==> config.mk <==
export PLATFORM = sky130hd
export DESIGN_NAME = fca_cfg
export DESIGN_NICKNAME = d
export VERILOG_FILES = /design/src/hw/rtl/fca_pkg.sv /design/src/hw/rtl/fca_cfg.sv
export SDC_FILE = /design/constraint.sdc
export NUM_CORES = 1
export LEC_CHECK = 0
export BUFFER_PORTS_ARGS = -buffer_cell sky130_fd_sc_hd__buf_2
export CAP_MARGIN = 0
export CORE_UTILIZATION = 50
export DETAILED_ROUTE_END_ITERATION = 6
export GPL_TIMING_DRIVEN = 0
export PLACE_DENSITY_LB_ADDON = 0.2
export SKIP_LAST_GASP = 1
export SLEW_MARGIN = 40
export SYNTH_ARGS = -nofsm -noshare
export SYNTH_HDL_FRONTEND = slang
export SYNTH_SLANG_ARGS = --single-unit
==> constraint.sdc <==
create_clock -name clk -period 4.14 [get_ports clk]
set_input_delay 0.621 -clock clk [delete_from_list [all_inputs] [get_ports clk]]
set_output_delay 0.621 -clock clk [all_outputs]
set_load 0.005 [all_outputs]
==> src/hw/rtl/fca_pkg.sv <==
`default_nettype none
package fca_pkg;

  // Operation codes
  localparam logic [1:0] OP_READ  = 2'd0;
  localparam logic [1:0] OP_WRITE = 2'd1;
  localparam logic [1:0] OP_ALLOC = 2'd2;
  localparam logic [1:0] OP_FREE  = 2'd3;

  // Status codes
  localparam logic [1:0] ST_OK     = 2'd0;
  localparam logic [1:0] ST_FULL   = 2'd1;
  localparam logic [1:0] ST_RANGE  = 2'd2;
  localparam logic [1:0] ST_BROKEN = 2'd3;

  // Register indexes
  localparam logic [1:0] REG_END_MARKER = 2'd0;
  localparam logic [1:0] REG_RSVD_ZERO  = 2'd1;
  localparam logic [1:0] REG_RSVD_ONE   = 2'd2;

  localparam logic [31:0] END_MARKER_RST = 32'h0FFF_FFFF;
  localparam logic [31:0] RSVD_ZERO_RST  = 32'h0FFF_FFF8;
  localparam logic [31:0] RSVD_ONE_RST   = 32'h0FFF_FFFF;

  // First entry that can belong to a chain
  localparam int unsigned FIRST_DATA = 3;

  typedef struct packed {
    logic [1:0]  op;
    logic [8:0]  cluster;
    logic [31:0] entry_value;
    logic [30:0] byte_count;
  } cmd_t;

  typedef struct packed {
    logic [1:0]  status;
    logic [31:0] result_value;
    logic [9:0]  clusters_changed;
  } rsp_t;

  typedef struct packed {
    logic [31:0] end_marker;
    logic [31:0] rsvd_zero;
    logic [31:0] rsvd_one;
  } cfg_regs_t;

  // Table write requested by a register write (entry 0 or entry 1)
  typedef struct packed {
    logic        en;
    logic        entry;
    logic [31:0] data;
  } cfg_wr_t;

endpackage
`default_nettype wire

==> src/hw/rtl/fca_cfg.sv <==
`default_nettype none
module fca_cfg (
  input  wire logic              clk,
  input  wire logic              rst,
  input  wire logic              psel,
  input  wire logic              penable,
  input  wire logic              pwrite,
  input  wire logic [3:0]        paddr,
  input  wire logic [31:0]       pwdata,
  output logic      [31:0]       prdata,
  output logic                   pready,
  output fca_pkg::cfg_regs_t     regs,
  output fca_pkg::cfg_wr_t       tbl_wr
);
  import fca_pkg::*;

  logic       wr_en;
  logic [1:0] idx;

  assign pready = 1'b1;
  assign idx    = paddr[3:2];
  assign wr_en  = psel && penable && pwrite;

  always_ff @(posedge clk) begin
    if (rst) begin
      regs.end_marker <= END_MARKER_RST;
      regs.rsvd_zero  <= RSVD_ZERO_RST;
      regs.rsvd_one   <= RSVD_ONE_RST;
    end else if (wr_en) begin
      unique case (idx)
        REG_END_MARKER: regs.end_marker <= pwdata;
        REG_RSVD_ZERO:  regs.rsvd_zero  <= pwdata;
        REG_RSVD_ONE:   regs.rsvd_one   <= pwdata;
        default: ;
      endcase
    end
  end

  // The reserved registers also load table entries 0 and 1.
  always_comb begin
    tbl_wr.en    = wr_en && (idx == REG_RSVD_ZERO || idx == REG_RSVD_ONE);
    tbl_wr.entry = (idx == REG_RSVD_ONE);
    tbl_wr.data  = pwdata;
  end

  always_comb begin
    unique case (idx)
      REG_END_MARKER: prdata = regs.end_marker;
      REG_RSVD_ZERO:  prdata = regs.rsvd_zero;
      REG_RSVD_ONE:   prdata = regs.rsvd_one;
      default:        prdata = '0;
    endcase
  end

endmodule
`default_nettype wire

# == Word-level counts from Yosys, hierarchy flattened ==
# Cells that the tools add are included.
# word_totals
output_inout_bits,163
reg_bits,96
# classes
reduce_logical,8
n_mux,1
eq_ne,2
# ops
operator,count
32-bit case mux with 3 select lines,1
2-bit AND reduction,3
1-bit logical AND,3
"2-bit by 1-bit == test with 1-bit output, second input constant",1
"2-bit == test, second input constant",1
2-bit zero test,1
1-bit logical OR,1

# == Logic depth before layout (Yosys ltp) ==
# Gate-level depths: netlist (run 1).
# depth
depth_word,3
mapped_depth,7
mapped_depth_nobuf,4

# == Worst setup path after synthesis (run 1) ==
# Ideal clock, no wire load.
# synth_timing
path_kind,input to output
startpoint,input paddr[2]
endpoint,output prdata[0]
path_slack_ns,1.939
required_time_ns,3.519
arrival_time_ns,1.580
stages,6
cell_sequence,inv_1 > ha_1 > buf_2 > clkbuf_1 > a222oi_1 > nor2_1
# synth_between
elab_chain_len,2
elab_cells_between_ends,4
# synth_rtl
item,line_no,source
start: declaration,fca_cfg.sv:8,"input wire logic [3:0] paddr,"
2-bit == test (tied with other cells),fca_cfg.sv:47,unique case (idx)
32-bit case mux with 3 select lines (*),fca_cfg.sv:47,
end: declaration,fca_cfg.sv:10,"output logic [31:0] prdata,"
# Mark *: on every way between the ends. The rest lies on a longest branch, timed or not.

# == Worst setup path in the final report (run 1) ==
# layout_timing
startpoint,input paddr[2]
endpoint,output prdata[9]
# Same word-level chain as after synthesis.

==> results list, run 1 <==
* Outcome: completed
* Number of inserted filler cells in the final layout: 757
- Logic pwr share: 14.3%
- Final worst path period need: 2.80 ns
* End of the worst hold path: regs[31]
- Number of levels the H-tree was split into: 3
- The die covers 0.00926 sq mm.
- The area growth from synthesis to layout is 29.6%.
- The most critical setup path has its startpoint at paddr[2].
- TritonCTS built the clock tree.
* Clock power frac: 32.6%
* Drt wl/cell: 16.8 um
- Clock tree synthesis found a total of 96 sinks.
- Crit path max fanout: 10
- Final number of setup-violating endpoints: 0
* Sw Ratio: 27.3%
- Buffers inserted to repair hold after CTS numbered 0.
- The wire-length estimate of the detail-placed layout is 9730 um.
* Global route overflow: 0
* Arrival time at the worst endpoint: 2.18 ns
- Slew at the pin with the worst max-slew slack: 0.712 ns
* Critical Path Source Type: input port
* Clock transition at the registers of the reported paths: 0.09 ns
- Startpoint of the tightest hold check path: regs[31]
- In this run the critical register-to-register path is captured at regs[2].
- Maximum ir drop on the vdd rail: 0.191 mV
* Worst setup skew after layout: 0 ns
- Synthesis Warnings: 0
* Layout Cell Area excl Fill: 0.00575 sq mm
- Largest regs: regs: 96 flops
- Max clock buf depth: 2
* Part of the Yosys area used for sequential elements: 43.3%
- IO Pins: 204
- For this design the total switching power over the nets is 487 uW.
- Summed over all layers, the routed wires come to 13400 um.
* Share of power burned in registers: 53.1%
- The average instance in the mapped netlist occupies 9.38 sq um.
- Int Power: 1290 uW
* Post-cts gate resize count: 0
- The number of antenna violations at the first check in global routing was 0.
- Flip-flop count of the largest register after layout: 96
- At the end of the flow, the number of nets in the layout was 729.
- Residual DRC count: 0
- The tree is rooted in a clkbuf_8.
* Post-synthesis cell area: 0.00444 sq mm
* Wire length of the first global-routing pass: 20000 um
- The number of setup buffers added after CTS is 0.
- regs holds more flip-flops than any other register.
* Count of mapped cells out of synthesis: 473
- Across the run, the number of max-cap violations was 0.
* Total routing usage reported by global routing: 28.7%
* Critical setup path kind: input port to output port
* Number of CTS-inserted buffers: 9
* Y dimension of the die: 96.2 um
* Worst path most repeated cell: buf_2
* Post-detailed-route via-to-cell ratio: 5.45
- Cell area reported after detailed placement: 0.00557 sq mm
- Detailed-route via count: 4340
- Input and output buffers added on the ports amount to 199.
- At the worst endpoint, the required time is 3.52 ns.
- Synth unique cells: 16
* Endpoints failing hold: 0
* Core Footprint: 0.00864 sq mm
- Counting flops and latches in the post-synthesis netlist gives 96.
- Across all register-to-register paths, the minimum setup slack is 3.46 ns.
- STA classifies the critical path endpoint as an output port.
- The count of nets left with antenna violations once routing finished came out at 0.
* Crit path max-delay cell type: clkbuf_1
- The worst hold path passes through 2 cells.
* Pin count of the biggest net entering global routing: 17
* Buffers and inverters on the worst path: 5
* Initial standard-cell utilization of the core: 51.4%
- Die Wd: 96.2 um
- Max Clock Freq: 0.358 GHz
- Grouping stages by cell kind, the critical path spends the most delay in buffers and inverters.
* Worst-path cell chain: buf_2, inv_1, ha_1, buf_2, clkbuf_1, a222oi_1, nor2_1, buf_2
- Setup repair after global routing left no endpoint under its margin.
* Post-Synthesis Net Count: 519
- Std-Cell Rows: 34
- Number of antenna repair diodes: 0
* Number of DRC markers after the initial detailed-route iteration: 252
* Final clock period utilization by the worst path: 67.5%
- Leading cell type in the layout, fill and taps excluded: buf_2
- Hold/Removal Path Class: register to register
- On the worst path, the slowest cell contributes a delay of 0.50 ns.
* Final weighted congestion of routability-driven global placement: 0.825
- Share of final-layout standard cells stronger than drive strength 1: 39.7%
- The final max-slew violation count came to 0.
- Launching point of the worst reg2reg path: regs[2]
- Number of global-route vias before repair: 3995
* Total power after layout: 1780 uW
* Worst r2r path cells: 2
- For this design the ratio of total power to cell area is 310 mW/mm^2.
- Clock latency on the worst-skew pair, taken at its later pin, is 0.35 ns.
* Iteration count of the initial detailed-routing pass: 6
- Post-route setup TNS: 0 ns
* Worst slew margin relative to its limit: 52.5%
- Top library cells by usage in the layout, fill and taps aside: buf_2 (218), nor2_1 (141), mux2i_1 (96), dfxtp_1 (96), buf_4 (35)
- Pleak: 0.00304 uW
## metal layers
| layer | up-vias | routed length, um | global-route usage [%] | share of wire, % |
|---|---|---|---|---|
| met5 | - | 0 | 0 | 0 |
| met3 | 24 | 1030 | 4.34 | 7.7 |
| met1 | 2081 | 5400 | 34.7 | 40 |
| met4 | 0 | 272 | 9.95 | 2.0 |
| li1 | 2020 | - | - | - |
| met2 | 215 | 6670 | 51.4 | 50 |
## how the worst max path moves through the flow
stage	to	slack [ns]	cells after the start
final	prdata[9]	1.34	8
after global routing	prdata[20]	1.21	8
after CTS	prdata[20]	1.36	8
after detailed placement	prdata[20]	1.38	8
after global placement	prdata[20]	1.40	8
after floorplan	prdata[0]	1.94	6
## layout make-up
type / instances / area (sq um) / share of cell area [%]
inverter: 2 / 7.51 / 0.131
timing repair buffer: 199 / 996 / 17.3
multi-input combinational: 302 / 2060 / 35.9
buffer: 73 / 445 / 7.74
clock inverter: 5 / 41.3 / 0.718
sequential: 96 / 1920 / 33.4
tap: 108 / 135 / 2.35
clock buffer: 11 / 141 / 2.46
## cells by family after synthesis
family | Yosys count | share of synthesized area, %
AOI/OAI and AO/OA | 32 | 7.22
buffers and inverters | 75 | 10.2
and+or+nand+nor | 168 | 16.1
muxes | 96 | 21.7
other | 1 | 0.0845
adders and majority gates | 5 | 1.41
DFF | 96 | 43.3
## cells in the mapped netlist
| library cell | count | area [sq um] |
|---|---|---|
| buf_4 | 35 | 263 |
| nand4_1 | 1 | 6.26 |
| inv_1 | 2 | 7.51 |
| buf_2 | 19 | 95.1 |
| ha_1 | 5 | 62.6 |
| conb_1 | 1 | 3.75 |
| buf_6 | 2 | 22.5 |
| a222oi_1 | 32 | 320 |
| and4_1 | 2 | 17.5 |
| mux2i_1 | 96 | 961 |
| dfxtp_1 | 96 | 1920 |
| nand2b_1 | 22 | 138 |
| clkbuf_1 | 16 | 60.1 |
| nand4_2 | 2 | 25.0 |
| nor2_1 | 141 | 529 |
| clkbuf_2 | 1 | 5.00 |
## per-stage QoR
stage | utilization, % | instances | hold WS [ns] | setup WS [ns]
2_1_floorplan | - | 473 | 0.477 | 1.94
3_3_place_gp | 64.5 | 780 | 0.473 | 1.40
3_5_place_dp | 64.5 | 780 | 0.481 | 1.38
4_1_cts | 66.6 | 796 | 0.498 | 1.36
5_1_grt | 66.6 | 796 | 0.527 | 1.21
6_report | 66.6 | 796 | 0.497 | 1.34
## power by group through the flow
| stage | clock [uW] | combinational, uW | sequential, uW |
|---|---|---|---|
| final | 580 | 256 | 945 |
| after global routing | 627 | 282 | 947 |
| after CTS | 585 | 256 | 945 |
| after detailed placement | 0 | 255 | 966 |
| after global placement | 0 | 250 | 966 |
| after floorplan | 0 | 139 | 966 |
## worst reg2reg max path: cells and delay by family (launching register included)
| kind | cells | cell delay, ns |
|---|---|---|
| flip-flops | 1 | 0.33 |
| multiplexers | 1 | 0.09 |
| AND/OR/NAND/NOR | 1 | 0.14 |
Note: power is estimated with default switching activity, not from simulation.
==> run 2, diff against run 1 <==
Settings changed: CORE_UTILIZATION 50 to 47.
Clock period 4.14 ns to 2.7 ns, I/O delays scaled along.
==> run 2 against run 1 <==
Effect of this change: power rose by 62%; worst setup slack got worse by 1.0 ns; via count fell by 0.74%; non-clock buffer count did not move; critical path depth did not move; utilization fell by 3.6 points; hold slack got worse by 0.17 ns; sequential power rose by 53%.
==> results list, run 2 (same netlist as run 1, synthesis figures left out) <==
* Largest regs: regs: 96 flops
- Timing would allow up to 0.421 GHz.
- Clock tree from TritonCTS: yes
* Clock transition at the registers of the reported paths: 0.10 ns
* Die ar.: 0.00983 sq mm
* Number of global-route vias before repair: 4070
- Setup repair after global routing left no endpoint under its margin.
- Pin count of the biggest net entering global routing: 17
- Wire length of the first global-routing pass: 21200 um
- Total routing usage reported by global routing: 27.9%
* Switching component of the power: 740 uW
* Buffers and inverters on the worst path: 5
- Ranked by flip-flop count, first place goes to regs.
* Number of nets in the finished design: 729
- The clock tree synthesis step divided the H-tree into 3 levels.
- Gates resized during post-CTS repair numbered 0.
- Worst slew margin relative to its limit: 57.8%
* Clock Sink Count: 96
- Endpoints failing hold: 0
* Count of input and output buffers: 199
- Residual DRC count: 0
- WL final: 13600 um
- For the worst setup path, the data arrival time is 1.97 ns.
- Pleak: 0.00306 uW
- Maximum ir drop on the vdd rail: 0.247 mV
- The floorplan step set the die width to 99.2 um.
* Largest incremental delay on the critical path: 0.49 ns
- Once placement finished, the instance area stood at 0.00557 sq mm.
- Among the stages of the critical path, the cell type that occurs most often is buf_2.
- Drt wl/cell: 17.0 um
* Crit path max fanout: 10
- Final number of setup-violating endpoints: 0
* Critical setup path kind: input port to output port
- Layout Cell Area excl Fill: 0.00579 sq mm
- IO Pins: 204
* Number of nets with antenna violations after detailed routing: 0
* Final clock period utilization by the worst path: 88.0%
- Once the floorplan was initialized, standard cells occupied 48.3% of the core.
- The number of hold buffers added after CTS was 0.
- Logic pwr share: 13.7%
* Top library cells by usage in the layout, fill and taps aside: buf_2 (218), nor2_1 (141), mux2i_1 (96), dfxtp_1 (96), buf_4 (35)
* Worst-path cell chain: buf_2, inv_1, ha_1, buf_2, clkbuf_1, a222oi_1, nor2_1, buf_2
* Post-route setup TNS: 0 ns
- Internal power comes to 2140 uW.
* Global route overflow: 0
- Grouping stages by cell kind, the critical path spends the most delay in buffers and inverters.
* Std-Cell Rows: 35
- Using the TritonRoute via totals, the vias-per-cell ratio works out to 5.39.
- The routed layout has 4308 vias.
* Required time of the critical path: 2.30 ns
* Iteration count of the initial detailed-routing pass: 5
- Launching element of the worst setup path: paddr[2]
* PD cells: 497 mW/mm^2
- Hold/Removal Path Class: input port to register
- Leading cell type in the layout, fill and taps excluded: buf_2
- After floorplanning, the core was sized to cover 0.00920 sq mm.
- After layout, the design draws a total of 2880 uW.
- Of the total power, the clock network draws 36.0%.
- Critical Path Source Type: input port
* Estimated wirelength of the detail-placed design: 9870 um
- The register with the most flip-flops in the layout has 96 of them.
* Worst hold margin: 0.324 ns
- Number of antenna repair diodes: 0
* Share of final-layout standard cells stronger than drive strength 1: 39.8%
- Clock latency on the worst-skew pair: 0.36 ns
* Share of power burned in registers: 50.3%
- Launching point of the worst reg2reg path: regs[85]
- The run finished with clean final reports.
* Max-capacitance violation count: 0
- Slew at the pin with the worst max-slew slack: 0.633 ns
- Master cell of the clock root buffer: clkbuf_8
- Clock tree synthesis inserted a total of 9 buffers.
- The largest individual stage delay along the critical path comes from the cell clkbuf_1.
* Final weighted congestion of routability-driven global placement: 0.802
- The startpoint identified for the worst hold timing path is pwdata[1].
- Max Transition Viols Final: 0
* Area delta synth->final: 30.5%
* Worst setup skew after layout: 0 ns
- The number of antenna violations at the first check in global routing came to 0.
* Final worst path period need: 2.38 ns
* Post-CTS setup repair buffer count: 0
* Max clock buf depth: 2
* Y dimension of the die: 99.2 um
- Capturing element type of the critical path: output port
* Number of DRC markers after the initial detailed-route iteration: 243
- Sw Ratio: 25.7%
run 2: cell types whose count changed in the layout (fill, tap and decap cells not counted):
cell and delta:
clkinv_4 -1, clkbuf_1 -1, bufinv_16 +2, clkinvlp_4 -1
clkinv_2 +2, clkbuf_8 -1
run 2: layer usage:
layer | global-route usage, % | wire, um
met5 | 0 | 0
met3 | 5.69 | 967
met4 | 8.60 | 180
met1 | 34.6 | 5580
met2 | 48.8 | 6870
run 2: worst reg2reg max path, cell delays in order (launching register included):
cell and delay [ns]:
dfxtp_1 0.35, nor2_1 0.13, mux2i_1 0.09
run 2: area by class of cell:
class	instances	area, sq um
flip-flops and latches	96	1920
clock inverters	7	95.1
inverters	2	7.51
multi-input cells	302	2060
fillers	827	3400
well taps	111	139
repair buffers	199	996
clock buffers	9	124
plain buffers	73	445
run 2: path summary, 6_finish.rpt:
kind	slack, ns	end	depth (start not counted)
worst max-delay path	0.32	prdata[10]	8
worst min-delay path	0.32	regs[33]	3
worst max register to register	2.02	regs[85]	2
worst min register to register	0.50	regs[31]	2
run 2: power groups by stage:
stage	Clock (uW)	Combinational, uW	Sequential (uW)
2_1_floorplan	0	213	1480
3_3_place_gp	0	387	1480
3_5_place_dp	0	394	1480
4_1_cts	1050	396	1450
5_1_grt	1120	430	1450
6_report	1040	394	1450
run 2: metrics by stage:
step | std cells | worst slack (ns) | utilization [%]
2_1_floorplan | 473 | 0.931 | -
3_3_place_gp | 783 | 0.344 | 60.6
3_5_place_dp | 783 | 0.369 | 60.6
4_1_cts | 799 | 0.354 | 63.0
5_1_grt | 799 | 0.213 | 63.0
6_report | 799 | 0.324 | 63.0
==> run 3, diff against run 2 <==
Settings changed: ABC_AREA set to 1, CORE_UTILIZATION 47 to 48.
==> run 3 against run 2 <==
Effect of this change: count of clock-buffer cells in the layout increased by 2; register-to-register slack improved by 0.06 ns; critical path depth increased by 2; sequential share of layout area decreased by 1.3 points; die area increased by 3.1%; power increased by 0.43%; global-route usage increased by 0.48 points; largest power group unchanged; highest routed layer unchanged.
==> results list, run 3 <==
- Outcome: completed
* Final number of setup-violating endpoints: 0
- The first global-routing pass estimated 22500 um of wire.
* Max-capacitance violation count: 0
- The top cell types in the final layout, fill and taps aside, are nand2_1 (305), buf_2 (214), nand3_1 (128).
- TritonCTS built the clock tree.
- Post-CTS timing repair inserted 0 buffers for setup.
* Capturing element type of the critical path: output port
- Flip-flop count of the largest register after layout: 96
* Crit path max fanout: 10
- For the finished layout, the period the worst path requires is 2.34 ns.
* Number of DRC markers after the initial detailed-route iteration: 247
- Measured along the x axis, the die boundary spans 101 um.
- Delay-heaviest family, CP: buffers and inverters
* Number of synthesized flops with an enable pin: 0
- The worst setup path is of the input port to output port kind.
- The initial utilization of the core area, before any placement, comes to 50.1%.
* Post-synthesis cell type with the largest combined area: dfxtp_1
* Worst slew margin relative to its limit: 58.3%
* Register containing the most flip-flops in the final layout: regs
- Dividing total power by cell area gives a power density of 479 mW/mm^2.
- Count of mapped cells out of synthesis: 697
- For this design the top-level I/O count stands at 204.
* Final clock period utilization by the worst path: 86.8%
- Max Transition Viols Final: 0
* Initial antenna violation count: 0
* Most area-consuming cells after synthesis: dfxtp_1 (41%), nand2_1 (24%), nand3_1 (14%)
* Clock Sink Count: 96
- Post-Synthesis Net Count: 743
* Master cell of the clock root buffer: clkbuf_8
* Synth top area share: 41.1%
- In this run the vertical extent of the chip is 101 um.
- Largest incremental delay on the critical path: 0.44 ns
- Part of the Yosys area used for sequential elements: 41.1%
- Synthesis inferred 96 register bits.
- Residual DRC count: 0
- Hold/Removal Path Class: input port to register
- In this run the cell area of the synthesized design comes to 0.00468 sq mm.
* Die ar.: 0.0101 sq mm
* Count of input and output buffers: 200
- Yosys printed 0 warnings.
- Global routing consumed, over all layers together, 28.4% of the routing resources.
- Number of antenna repair diodes: 0
- Summing over every cut layer, the via total after detailed routing is 5160.
- Most frequently used cell type in the post-synthesis netlist: nand2_1
* Max clock buf depth: 2
* Worst setup skew after layout: 0 ns
- Max Clock Freq: 0.427 GHz
- Worst-path cell chain: buf_2, inv_1, ha_1, buf_4, clkbuf_1, nand2_1, nand3_1, nand2_1, inv_1, buf_2
- Post-cts gate resize count: 0
- The average instance in the mapped netlist occupies 6.71 sq um.
- In this run the core area contains 35 standard-cell rows.
- Number of nets with antenna violations after detailed routing: 0
* Leading cell type in the layout, fill and taps excluded: nand2_1
- Arrival time at the worst endpoint: 1.94 ns
- The H-tree was split into 3 levels.
* Number of CTS-inserted buffers: 9
- In the final layout, the registers with the most flip-flops are regs: 96 flops.
* Pleak: 0.00345 uW
- Worst Setup Slack post-DPL: 0.372 ns
- For the pin with the worst max-slew slack, the measured transition is 0.625 ns.
* Post-route setup TNS: 0 ns
* Crit path max-delay cell type: clkbuf_1
* Critical Path Source Type: input port
* Final weighted congestion of routability-driven global placement: 0.819
- Clock latency on the worst-skew pair: 0.37 ns
- Cells with a size suffix above 1 make up 31.9% of the layout.
* Pin count of the biggest net entering global routing: 18
- Setup repair after global routing left no endpoint under its margin.
* Estimated wirelength of the detail-placed design: 10400 um
- Setup slack closes at 0.357 ns.
- Iteration count of the initial detailed-routing pass: 5
* Required time of the critical path: 2.30 ns
* Number of buffers inserted by hold repair at cts: 0
- The area growth from synthesis to layout is 29.1%.
- Clock transition at the registers of the reported paths: 0.11 ns
* Post-detailed-route via-to-cell ratio: 4.95
* Buffers and inverters on the worst path: 6
* Core Footprint: 0.00933 sq mm
- Maximum ir drop on the vdd rail: 0.357 mV
* Share of flip-flops with an asynchronous set or reset: 0%
- Drt wl/cell: 13.9 um
- After detailed routing, the total wire length is 14500 um.
* Global route overflow: 0
* Most used flip-flop cell after synthesis: dfxtp_1
- Number of global-route vias before repair: 4516
- The final-report hold violation count is 0.
- The synthesized netlist contains 19 unique library cells.
- Top cells by instance count after synthesis: nand2_1 (305), nand3_1 (128), dfxtp_1 (96)
- For this run, the post-layout net count is 954.
run 3: cell families after synthesis:
family / share of synthesized area [%]
adders and majority gates: 1.34
buffers and inverters: 14.6
DFF: 41.1
other: 0.0802
and+or+nand+nor: 42.9
run 3: power breakdown:
part | switching [uW] | internal (uW)
logic | 264 | 202
registers | 24.7 | 1450
clock network | 551 | 405
total | 840 | 2050
run 3: final timing paths:
check                 start    endpoint  slack [ns]  depth (start not counted)
setup reg to reg   regs[87]    regs[87]        2.08                          2
hold reg to reg    regs[69]    regs[69]        0.49                          2
setup / recovery   paddr[2]  prdata[20]        0.36                         10
hold / removal    pwdata[4]     regs[4]        0.29                          3
run 3: metrics by stage:
step	instances	power (uW)	hold slack [ns]	cell area, sq um	util (%)
2_1_floorplan	697	1760	0.472	4680	-
3_3_place_gp	1026	1960	0.458	5840	62.6
3_5_place_dp	1026	1970	0.464	5840	62.6
4_1_cts	1042	2890	0.288	6040	64.7
5_1_grt	1042	3020	0.290	6040	64.7
6_report	1042	2890	0.286	6040	64.7
run 3: routing by layer:
metal,part of all wire (%),up-vias,global-route usage [%],routed length [um]
met5,0,-,0,0
met4,1.7,0,10.9,251
met3,7.2,19,4.58,1040
met2,48,207,47.7,6950
met1,43,2389,36.5,6250
li1,-,2545,-,-
run 3: tightest hold or removal path, cell delays in order:
cell     delay, ns
buf_2         0.11
nand2_1       0.06
nand3_1       0.06
run 3: layout make-up:
type,count,area [sq um]
plain buffers,74,502
clock buffers,11,151
clock inverters,5,46.3
fillers,896,3290
inverters,48,180
multi-input cells,479,2070
flip-flops and latches,96,1920
well taps,129,161
repair buffers,200,1000
